===== src/design/qpft_pkg.sv =====
// Shared types, widths, request codes and width helpers for the queue position fill tracker.
package qpft_pkg;

	localparam int PRICE_BITS = 32;
	localparam int QTY_BITS   = 32;
	localparam int PORT_BITS  = 32;
	localparam int TIME_BITS  = 63;
	localparam int CNT_BITS   = 32;

	typedef logic [PRICE_BITS-1:0] price_t;
	typedef logic [QTY_BITS-1:0]   qty_t;
	typedef logic [PORT_BITS-1:0]  port_word_t;
	typedef logic [TIME_BITS-1:0]  time_t;
	typedef logic [CNT_BITS-1:0]   cnt_t;

	typedef enum logic [1:0] {
		REQ_PLACE  = 2'd0,
		REQ_CANCEL = 2'd1,
		REQ_TRADE  = 2'd2,
		REQ_NONE   = 2'd3
	} req_t;

	localparam logic SIDE_BUY  = 1'b0;
	localparam logic SIDE_SELL = 1'b1;

	// Port word to internal price, zero extended or truncated
	function automatic price_t to_price(input port_word_t v);
		logic [63:0] w;
		w = 64'(v);
		return w[PRICE_BITS-1:0];
	endfunction

	function automatic qty_t to_qty(input port_word_t v);
		logic [63:0] w;
		w = 64'(v);
		return w[QTY_BITS-1:0];
	endfunction

	function automatic port_word_t price_to_port(input price_t v);
		logic [63:0] w;
		w = 64'(v);
		return w[PORT_BITS-1:0];
	endfunction

	function automatic port_word_t qty_to_port(input qty_t v);
		logic [63:0] w;
		w = 64'(v);
		return w[PORT_BITS-1:0];
	endfunction

endpackage


===== src/design/queue_position_fill_tracker.sv =====
// An accepted transaction is registered in the input register, then resolved against the
// order state; a resulting fill is registered in the fill register.
// Throughput: one transaction per cycle while the output is not stalled; the single
// compare/subtract/min pass between the input register and the fill register sets this.
// Reset: arst_n clears both orders, the fill counter and all valid flags.
module queue_position_fill_tracker (
	input  logic                     clk,
	input  logic                     arst_n,
	input  logic                     in_valid,
	output logic                     in_stall,
	input  logic [1:0]               req_type,
	input  logic                     side,
	input  qpft_pkg::port_word_t     price,
	input  qpft_pkg::port_word_t     amount,
	input  qpft_pkg::time_t          timestamp,
	input  qpft_pkg::port_word_t     queue_ahead_in,
	output logic                     out_valid,
	input  logic                     out_stall,
	output logic                     fill_side,
	output qpft_pkg::port_word_t     fill_price,
	output qpft_pkg::port_word_t     fill_amount,
	output qpft_pkg::time_t          fill_time,
	output qpft_pkg::port_word_t     fill_total
);

	// Input register
	logic                  valid_s1;
	logic [1:0]            req_s1;
	logic                  side_s1;
	qpft_pkg::price_t      price_s1;
	qpft_pkg::qty_t        amount_s1;
	qpft_pkg::time_t       time_s1;
	qpft_pkg::qty_t        qin_s1;

	// Order state, index 0 bid, 1 ask
	logic                  live_q  [2];
	qpft_pkg::price_t      price_q [2];
	qpft_pkg::qty_t        left_q  [2];
	qpft_pkg::qty_t        queue_q [2];
	qpft_pkg::cnt_t        cnt_q;

	// Output register
	logic                  out_valid_q;
	logic                  fill_side_q;
	qpft_pkg::price_t      fill_price_q;
	qpft_pkg::qty_t        fill_amount_q;
	qpft_pkg::time_t       fill_time_q;
	qpft_pkg::cnt_t        fill_total_q;

	logic                  out_free;
	logic                  advance;
	logic                  in_take;

	// Next-state values from the resolve pass
	logic                  nxt_live  [2];
	qpft_pkg::price_t      nxt_price [2];
	qpft_pkg::qty_t        nxt_left  [2];
	qpft_pkg::qty_t        nxt_queue [2];
	logic                  fire;
	logic                  tgt;
	logic                  crosses;
	qpft_pkg::qty_t        used;
	qpft_pkg::qty_t        rest;
	qpft_pkg::qty_t        qty;
	qpft_pkg::qty_t        left_after;

	// Handshake: the s1 item moves on whenever the fill register can take a result
	assign out_free = !out_valid_q || !out_stall;
	assign advance  = valid_s1 && out_free;
	assign in_stall = valid_s1 && !out_free;
	assign in_take  = in_valid && !in_stall;

	always_ff @(posedge clk or negedge arst_n) begin
		if (!arst_n) begin
			valid_s1 <= 1'b0;
		end else if (in_take) begin
			valid_s1 <= 1'b1;
		end else if (advance) begin
			valid_s1 <= 1'b0;
		end
	end

	always_ff @(posedge clk) begin
		if (in_take) begin
			req_s1    <= req_type;
			side_s1   <= side;
			price_s1  <= qpft_pkg::to_price(price);
			amount_s1 <= qpft_pkg::to_qty(amount);
			time_s1   <= timestamp;
			qin_s1    <= qpft_pkg::to_qty(queue_ahead_in);
		end
	end

	// Resolve one transaction against the stored orders
	always_comb begin
		for (int i = 0; i < 2; i++) begin
			nxt_live[i]  = live_q[i];
			nxt_price[i] = price_q[i];
			nxt_left[i]  = left_q[i];
			nxt_queue[i] = queue_q[i];
		end
		fire       = 1'b0;
		// sell aggressor hits the bid, buy aggressor hits the ask
		tgt        = (side_s1 == qpft_pkg::SIDE_SELL) ? 1'b0 : 1'b1;
		crosses    = (tgt == 1'b0) ? (price_s1 <= price_q[tgt]) : (price_s1 >= price_q[tgt]);
		used       = (amount_s1 < queue_q[tgt]) ? amount_s1 : queue_q[tgt];
		rest       = amount_s1 - used;
		qty        = (left_q[tgt] < rest) ? left_q[tgt] : rest;
		left_after = left_q[tgt] - qty;

		case (req_s1)
			qpft_pkg::REQ_PLACE: begin
				if (amount_s1 == '0) begin
					nxt_live[side_s1]  = 1'b0;
					nxt_left[side_s1]  = '0;
					nxt_queue[side_s1] = '0;
				end else if (live_q[side_s1] && price_q[side_s1] == price_s1) begin
					// same price: resize only, queue place kept
					nxt_left[side_s1] = amount_s1;
				end else begin
					nxt_live[side_s1]  = 1'b1;
					nxt_price[side_s1] = price_s1;
					nxt_left[side_s1]  = amount_s1;
					nxt_queue[side_s1] = qin_s1;
				end
			end
			qpft_pkg::REQ_CANCEL: begin
				nxt_live[side_s1]  = 1'b0;
				nxt_left[side_s1]  = '0;
				nxt_queue[side_s1] = '0;
			end
			qpft_pkg::REQ_TRADE: begin
				if (live_q[tgt] && left_q[tgt] != '0 && crosses) begin
					nxt_queue[tgt] = queue_q[tgt] - used;
					if (rest != '0) begin
						fire          = 1'b1;
						nxt_left[tgt] = left_after;
						if (left_after == '0) begin
							nxt_live[tgt]  = 1'b0;
							nxt_queue[tgt] = '0;
						end
					end
				end
			end
			default: begin
			end
		endcase
	end

	// Order state and fill counter
	always_ff @(posedge clk or negedge arst_n) begin
		if (!arst_n) begin
			for (int i = 0; i < 2; i++) begin
				live_q[i]  <= 1'b0;
				price_q[i] <= '0;
				left_q[i]  <= '0;
				queue_q[i] <= '0;
			end
			cnt_q <= '0;
		end else if (advance) begin
			for (int i = 0; i < 2; i++) begin
				live_q[i]  <= nxt_live[i];
				price_q[i] <= nxt_price[i];
				left_q[i]  <= nxt_left[i];
				queue_q[i] <= nxt_queue[i];
			end
			if (fire) begin
				cnt_q <= cnt_q + qpft_pkg::cnt_t'(1);
			end
		end
	end

	// Fill register
	always_ff @(posedge clk or negedge arst_n) begin
		if (!arst_n) begin
			out_valid_q <= 1'b0;
		end else if (out_free) begin
			out_valid_q <= advance && fire;
		end
	end

	always_ff @(posedge clk) begin
		if (advance && fire) begin
			fill_side_q   <= tgt;
			fill_price_q  <= price_q[tgt];
			fill_amount_q <= qty;
			fill_time_q   <= time_s1;
			fill_total_q  <= cnt_q + qpft_pkg::cnt_t'(1);
		end
	end

	assign out_valid   = out_valid_q;
	assign fill_side   = fill_side_q;
	assign fill_price  = qpft_pkg::price_to_port(fill_price_q);
	assign fill_amount = qpft_pkg::qty_to_port(fill_amount_q);
	assign fill_time   = fill_time_q;
	assign fill_total  = qpft_pkg::port_word_t'(fill_total_q);

endmodule


===== config.mk =====
export PLATFORM = sky130hd
export DESIGN_NAME = queue_position_fill_tracker
export DESIGN_NICKNAME = d
export VERILOG_FILES = /design/src/design/qpft_pkg.sv /design/src/design/queue_position_fill_tracker.sv
export SDC_FILE = /design/constraint.sdc
export NUM_CORES = 1
export LEC_CHECK = 0
export CAP_MARGIN = 20
export CORE_ASPECT_RATIO = 0.7
export CORE_MARGIN = 5
export CORE_UTILIZATION = 50
export CTS_BUF_LIST = sky130_fd_sc_hd__clkbuf_16
export CTS_CLUSTER_DIAMETER = 80
export DETAILED_ROUTE_END_ITERATION = 8
export DONT_BUFFER_PORTS = 1
export SLEW_MARGIN = 10
export SYNTH_ARGS = -nofsm -noshare
export SYNTH_HDL_FRONTEND = slang
export SYNTH_SLANG_ARGS = --single-unit
export TNS_END_PERCENT = 50

===== constraint.sdc =====
create_clock -name clk -period 47 [get_ports clk]
set_input_delay 9.4 -clock clk [delete_from_list [all_inputs] [get_ports clk]]
set_output_delay 9.4 -clock clk [all_outputs]
set_load 0.05 [all_outputs]

==> results.cfg, run 1 <==
[hold_path]
type_of_the_tightest_min_delay_check = flop to flop

[timing]
timing.setup.tns_ns = 0
min_period_ns = 19.26
rsz_0062_raised_after_global_routing = false
max_slew.worst_pin.slew_ns = 1.15
post-route-period-util_pct = 41.0
skew_ns = 0.0391
maxClockFrequency_ghz = 0.0519
setup_viol = 0
timing.final.max_slew_violations = 0
hold_viol_final = 0
slew_headroom_pct = 22.2
worst_slack_ns = 27.74

[logic_synthesis]
synth_edf_count = 322
synth-seq-cells = 550
yosys.area.top_type_share_pct = 28.9
synthesized_nets = 3630
synth_area_um2 = 33500
synth_warnings = 0
count_of_different_cell_masters_after_synthesis = 111
synth-seq-area-share_pct = 45.9
yosys-top-cells-area = edfxtp_1, dfrtp_1, ha_1
cell_count_after_synthesis = 3301
postSynth.topFlopCell = edfxtp_1
postSynthAreaPerCell_um2 = 10.2
netlist.top_cell.by_area = edfxtp_1
async_reset_ff_share_pct = 41.5

[place]
routabilityCongestion = 0.964
post-place-ws_ns = 27.74
dpl.cell_count = 4074
place_hpwl_um = 78800
postPlaceCellArea_um2 = 34400
io_buffer_count = 0

[clock_tree]
post_cts.resized_instances = 0
cts_tree = done
tritoncts.num_buffers = 56
post-cts-setup-buffers = 0
htreeDepth = 2
clkTransAtPathRegs_ns = 0.06
cts.sink_count = 550
ctsLongestPathBuffers = 3
postCtsHoldBufs = 0
root_buffer = clkbuf_16
clkLatencyLatePin_ns = 0.65

[worst_setup_path]
worst-setup-path-type = primary input to output pin
critPathSlowestCell = inv_1
critPathBufInv = 1
required_ns = 37.60
path_delay_family = buffers and inverters
cp-start-kind = primary input
worstSetupEndpointType = output pin
critPathArrivalTime_ns = 9.86
cpPeakStageDelay_ns = 0.37
critical_path.cell_chain = nand3_1 -> inv_1
critPathMaxFanout = 3

[final_layout]
mostFrequentLayoutCell = nand2_1
post-route-cell-area_um2 = 36400
finish.cell_count_without_fillers = 4182
fillCellCount = 5776
post_route_cells_drive_above_1_share_pct = 8.91
mostFrequentLayoutCells = nand2_1, edfxtp_1, o21ai_0, dfrtp_1, a21oi_1
finalNetCount = 3572
area.growth.synth_to_final_pct = 8.56

[floorplanning]
start_util_pct = 50.5
fp.coreArea_um2 = 66400
dieArea_um2 = 72400
io-pin-count = 328
rows = 79
die_h_um = 227
die-width_um = 319

[global_routing]
globalRouteMet3Util_pct = 6.07
grt_usage_pct = 29.0
grt_most_used_layer = met2
grt_max_degree = 229
grt_pass1_vias = 25900
antenna_found_initial = 5
overflow = 0
use_met1_pct = 42.5
grt_first_pass_wirelength_um = 163000
met2_usage_pct = 44.2

[outcome]
run_status = finished, final reports clean

[detailed_routing]
drtPass1Iterations = 5
route.vias.total = 27100
ant_nets = 0
routed_wl_um = 109000
route.detailed.wl_per_inst_um = 26.2
drt-vias-per-instance = 6.47
drt_iter0_drc = 3388
post-route-drc-count = 0

[job]
max-cap-violations = 0
==> cell usage after synthesis (72+ instances only) <==
cell type	n
xnor2_1	104
nor2_1	167
a21oi_1	224
a21o_1	72
dfrtp_1	228
edfxtp_1	322
o21ai_0	239
mux2i_1	76
inv_1	161
clkbuf_1	134
ha_1	163
nand2_1	330
==> cells by family (layout without fill, tap and decap cells) <==
| kind of cell | after synthesis | count (layout) | synth area share (%) |
|---|---|---|---|
| buffers and inverters | 337 | 325 | 4.04 |
| adders and majority gates | 178 | 178 | 6.53 |
| muxes | 151 | 151 | 4.92 |
| and+or+nand+nor | 859 | 859 | 12.3 |
| DFF | 550 | 550 | 45.9 |
| xor gates and xnor gates | 179 | 179 | 4.95 |
| AOI/OAI and AO/OA | 1047 | 1047 | 21.4 |
| other | 0 | 2 | 0 |
==> layout make-up <==
type / count / area (um2) / area share, %
clock inverters: 48 / 561 / 1.54
inverters: 165 / 621 / 1.71
flip-flops and latches: 550 / 15400 / 42.3
repair buffers: 56 / 450 / 1.24
multi-input cells: 2414 / 16900 / 46.3
well taps: 891 / 1110 / 3.06
clock buffers: 56 / 1400 / 3.85
diodes: 2 / 5.00 / 0.0138
==> flip-flops by register name, summed over array words and instances, names as in the netlist, named ones only <==
register / cells
fill_price: 32
out_valid: 1
side_s1: 1
amount_s1: 32
price_q: 64
queue_q: 64
price_s1: 32
valid_s1: 1
fill_total: 32
req_s1: 2
qin_s1: 32
cnt_q: 32
fill_time: 63
time_s1: 63
fill_amount: 32
left_q: 64
fill_side: 1
==> worst paths after layout <==
path / startpoint / endpoint / slack [ns] / depth (start not counted)
min in group asynchronous: arst_n / price_q[14] / 8.46 / 0
hold / removal: time_s1[2] / fill_time[2] / 0.41 / 0
setup / recovery: out_stall / in_stall / 27.74 / 2
hold reg to reg: time_s1[2] / fill_time[2] / 0.41 / 0
max in group asynchronous: arst_n / left_q[46] / 38.07 / 0
setup reg to reg: side_s1 / queue_q[31] / 29.18 / 50
==> per-layer routing <==
layer	wire, um	up-vias
met5	21	-
met4	2830	4
met3	9440	185
met2	48200	1220
met1	48800	13400
li1	-	12300
==> metrics by stage <==
stage          util, %  hold WS, ns
2_1_floorplan        -        0.400
3_3_place_gp      51.7        0.400
3_5_place_dp      51.8        0.405
4_1_cts           54.7        0.413
5_1_grt           54.8        0.424
6_report          54.8        0.414
Power of run 1 is not shown: default switching activity piles up to over one toggle a cycle in this logic, so the estimate is an artifact.
==> run 2, diff against run 1 <==
--- a/config.mk
+++ b/config.mk
@@ -13,6 +13,7 @@
 export CTS_CLUSTER_DIAMETER = 80
 export DETAILED_ROUTE_END_ITERATION = 8
 export DONT_BUFFER_PORTS = 1
+export PLACE_DENSITY = 0.68
 export SLEW_MARGIN = 10
 export SYNTH_ARGS = -nofsm -noshare
 export SYNTH_HDL_FRONTEND = slang
==> constraint.sdc (replaced) <==
create_clock -name clk -period 17.5 [get_ports clk]
set_input_delay 3.5 -clock clk [delete_from_list [all_inputs] [get_ports clk]]
set_output_delay 3.5 -clock clk [all_outputs]
set_load 0.05 [all_outputs]
==> run 2 against run 1 <==
Against the previous run:
- cell count rose by 0.38%
- critical endpoint is now queue_q[31]
- worst hold slack improved by 0.0024 ns
- first-iteration DRC count rose by 9.3%
- setup slack got worse by 26 ns
- routed wire length rose by 4.5%
- sequential share of layout area barely moved
- core utilization barely moved
- critical path type is now flop to flop
- clock skew rose by 0.027 ns
==> results.cfg, run 2 (synthesized netlist as in run 1, its figures left out) <==
[final_layout]
largest_registers = left_q (64), price_q (64), queue_q (64)
post-route-cell-area_um2 = 36400
area.growth.synth_to_final_pct = 8.51
finalNetCount = 3584
mostFrequentLayoutCells = nand2_1, edfxtp_1, o21ai_0, dfrtp_1, a21oi_1
post_route_cells_drive_above_1_share_pct = 9.12
mostFrequentLayoutCell = nand2_1

[clock_tree]
post-cts-setup-buffers = 0
postCtsHoldBufs = 0
htreeDepth = 2
post_cts.resized_instances = 0
root_buffer = clkbuf_16
clkTransAtPathRegs_ns = 0.07
clkLatencyLatePin_ns = 0.68
ctsLongestPathBuffers = 3
cts.sink_count = 550
cts_tree = done
tritoncts.num_buffers = 54

[worst_setup_path]
critPathSlowestCell = mux2i_1
critPathMaxFanout = 140
critPathBufInv = 2
cpPeakStageDelay_ns = 0.91
worst_r2r_startpoint = side_s1
critical_path_depth = 48
r2r_end = queue_q[31]
rrSetupSlack_ns = 1.49
critPathArrivalTime_ns = 16.54
rr_worst_depth = 48
path_delay_family = compound AO/OA/AOI/OAI gates
worstSetupEndpointType = flop
required_ns = 18.02
cp-startpoint = side_s1
cp-start-kind = flop
cp_common_cell = a21o_1
worst-setup-path-type = flop to flop

[timing]
maxClockFrequency_ghz = 0.0624
max_slew.worst_pin.slew_ns = 1.16
skew_ns = 0.0664
post-route-period-util_pct = 91.5
min_period_ns = 16.01
timing.setup.tns_ns = 0
timing.hold.ws_ns = 0.416
slew_headroom_pct = 22.0
timing.final.max_slew_violations = 0
rsz_0062_raised_after_global_routing = false
hold_viol_final = 0
setup_viol = 0
worst_slack_ns = 1.49

[global_routing]
antenna_found_initial = 10
overflow = 0
grt_first_pass_wirelength_um = 169000
grt_max_degree = 229
grt_usage_pct = 30.3
grt_pass1_vias = 26300

[detailed_routing]
drt-met1-wl_um = 49700
met2_length_um = 50100
ant_nets = 0
post-route-drc-count = 0
drt-vias-per-instance = 6.60
route.vias.total = 27700
drtPass1Iterations = 6
route.detailed.wl_per_inst_um = 27.2
drt_iter0_drc = 3703
top_signal_layer_used = met5
met3RoutedLength_um = 11400
routed_wl_um = 114000

[floorplanning]
io-pin-count = 328
fp.coreArea_um2 = 66400
die_h_um = 227
start_util_pct = 50.5
die-width_um = 319
dieArea_um2 = 72400
rows = 79

[place]
place_hpwl_um = 84600
io_buffer_count = 0
post-place-ws_ns = 1.98
postPlaceCellArea_um2 = 34500
routabilityCongestion = 1.04

[job]
max-cap-violations = 0

[hold_path]
type_of_the_tightest_min_delay_check = flop to flop
whs_endpoint = fill_time[8]
timing.hold.worst.start = time_s1[8]
min_delay_path_depth = 0

[outcome]
run_status = finished, final reports clean
==> run 2: cell types whose count changed in the layout (fill, tap and decap cells not counted), moves of 2 or more <==
cell	delta
buf_4	+13
buf_8	+2
bufinv_16	-4
clkbuf_16	-2
clkinv_1	-2
clkinv_16	+2
clkinv_2	+6
clkinv_8	-3
diode_2	+4
inv_1	+3
==> run 2: worst register-to-register path, delay by kind of cell, from the launching register on <==
family | cells | cell delay [ns]
xor+xnor | 2 | 0.65
mux | 1 | 1.02
fa+ha+maj | 6 | 2.23
buf+inv | 2 | 0.67
simple gates | 12 | 3.25
flops | 1 | 0.37
compound gates | 25 | 7.67
==> run 2: per-layer routing <==
metal | track usage, % | vias to the layer above
met1 | 43.8 | 13600
met5 | 0 | -
li1 | - | 12300
met4 | 8.77 | 4
met3 | 7.48 | 204
met2 | 45.6 | 1551
==> run 2: stage by stage <==
step	std cells	util, %
after floorplan	3301	-
after global placement	4085	51.9
after detailed placement	4086	51.9
after CTS	4188	54.6
after global routing	4197	54.7
final	4198	54.7
==> run 2: layout make-up <==
cell class / count / area [um2]
antenna: 6 / 15.0
inverter: 165 / 621
fill: 5798 / 30100
sequential: 550 / 15400
clock inverter: 48 / 475
multi-input combinational: 2414 / 16800
timing repair buffer: 70 / 573
tap: 891 / 1110
clock buffer: 54 / 1350
==> run 2: worst max path at each step <==
| stage | slack [ns] | to |
|---|---|---|
| 2_1_floorplan | 1.84 | queue_q[20] |
| 4_1_cts | 1.99 | queue_q[2] |
| 5_1_grt | 0.70 | queue_q[31] |
| 3_3_place_gp | 2.17 | queue_q[31] |
| 6_report | 1.49 | queue_q[31] |
| 3_5_place_dp | 1.98 | queue_q[4] |
Power of run 2 is left out for the same reason.
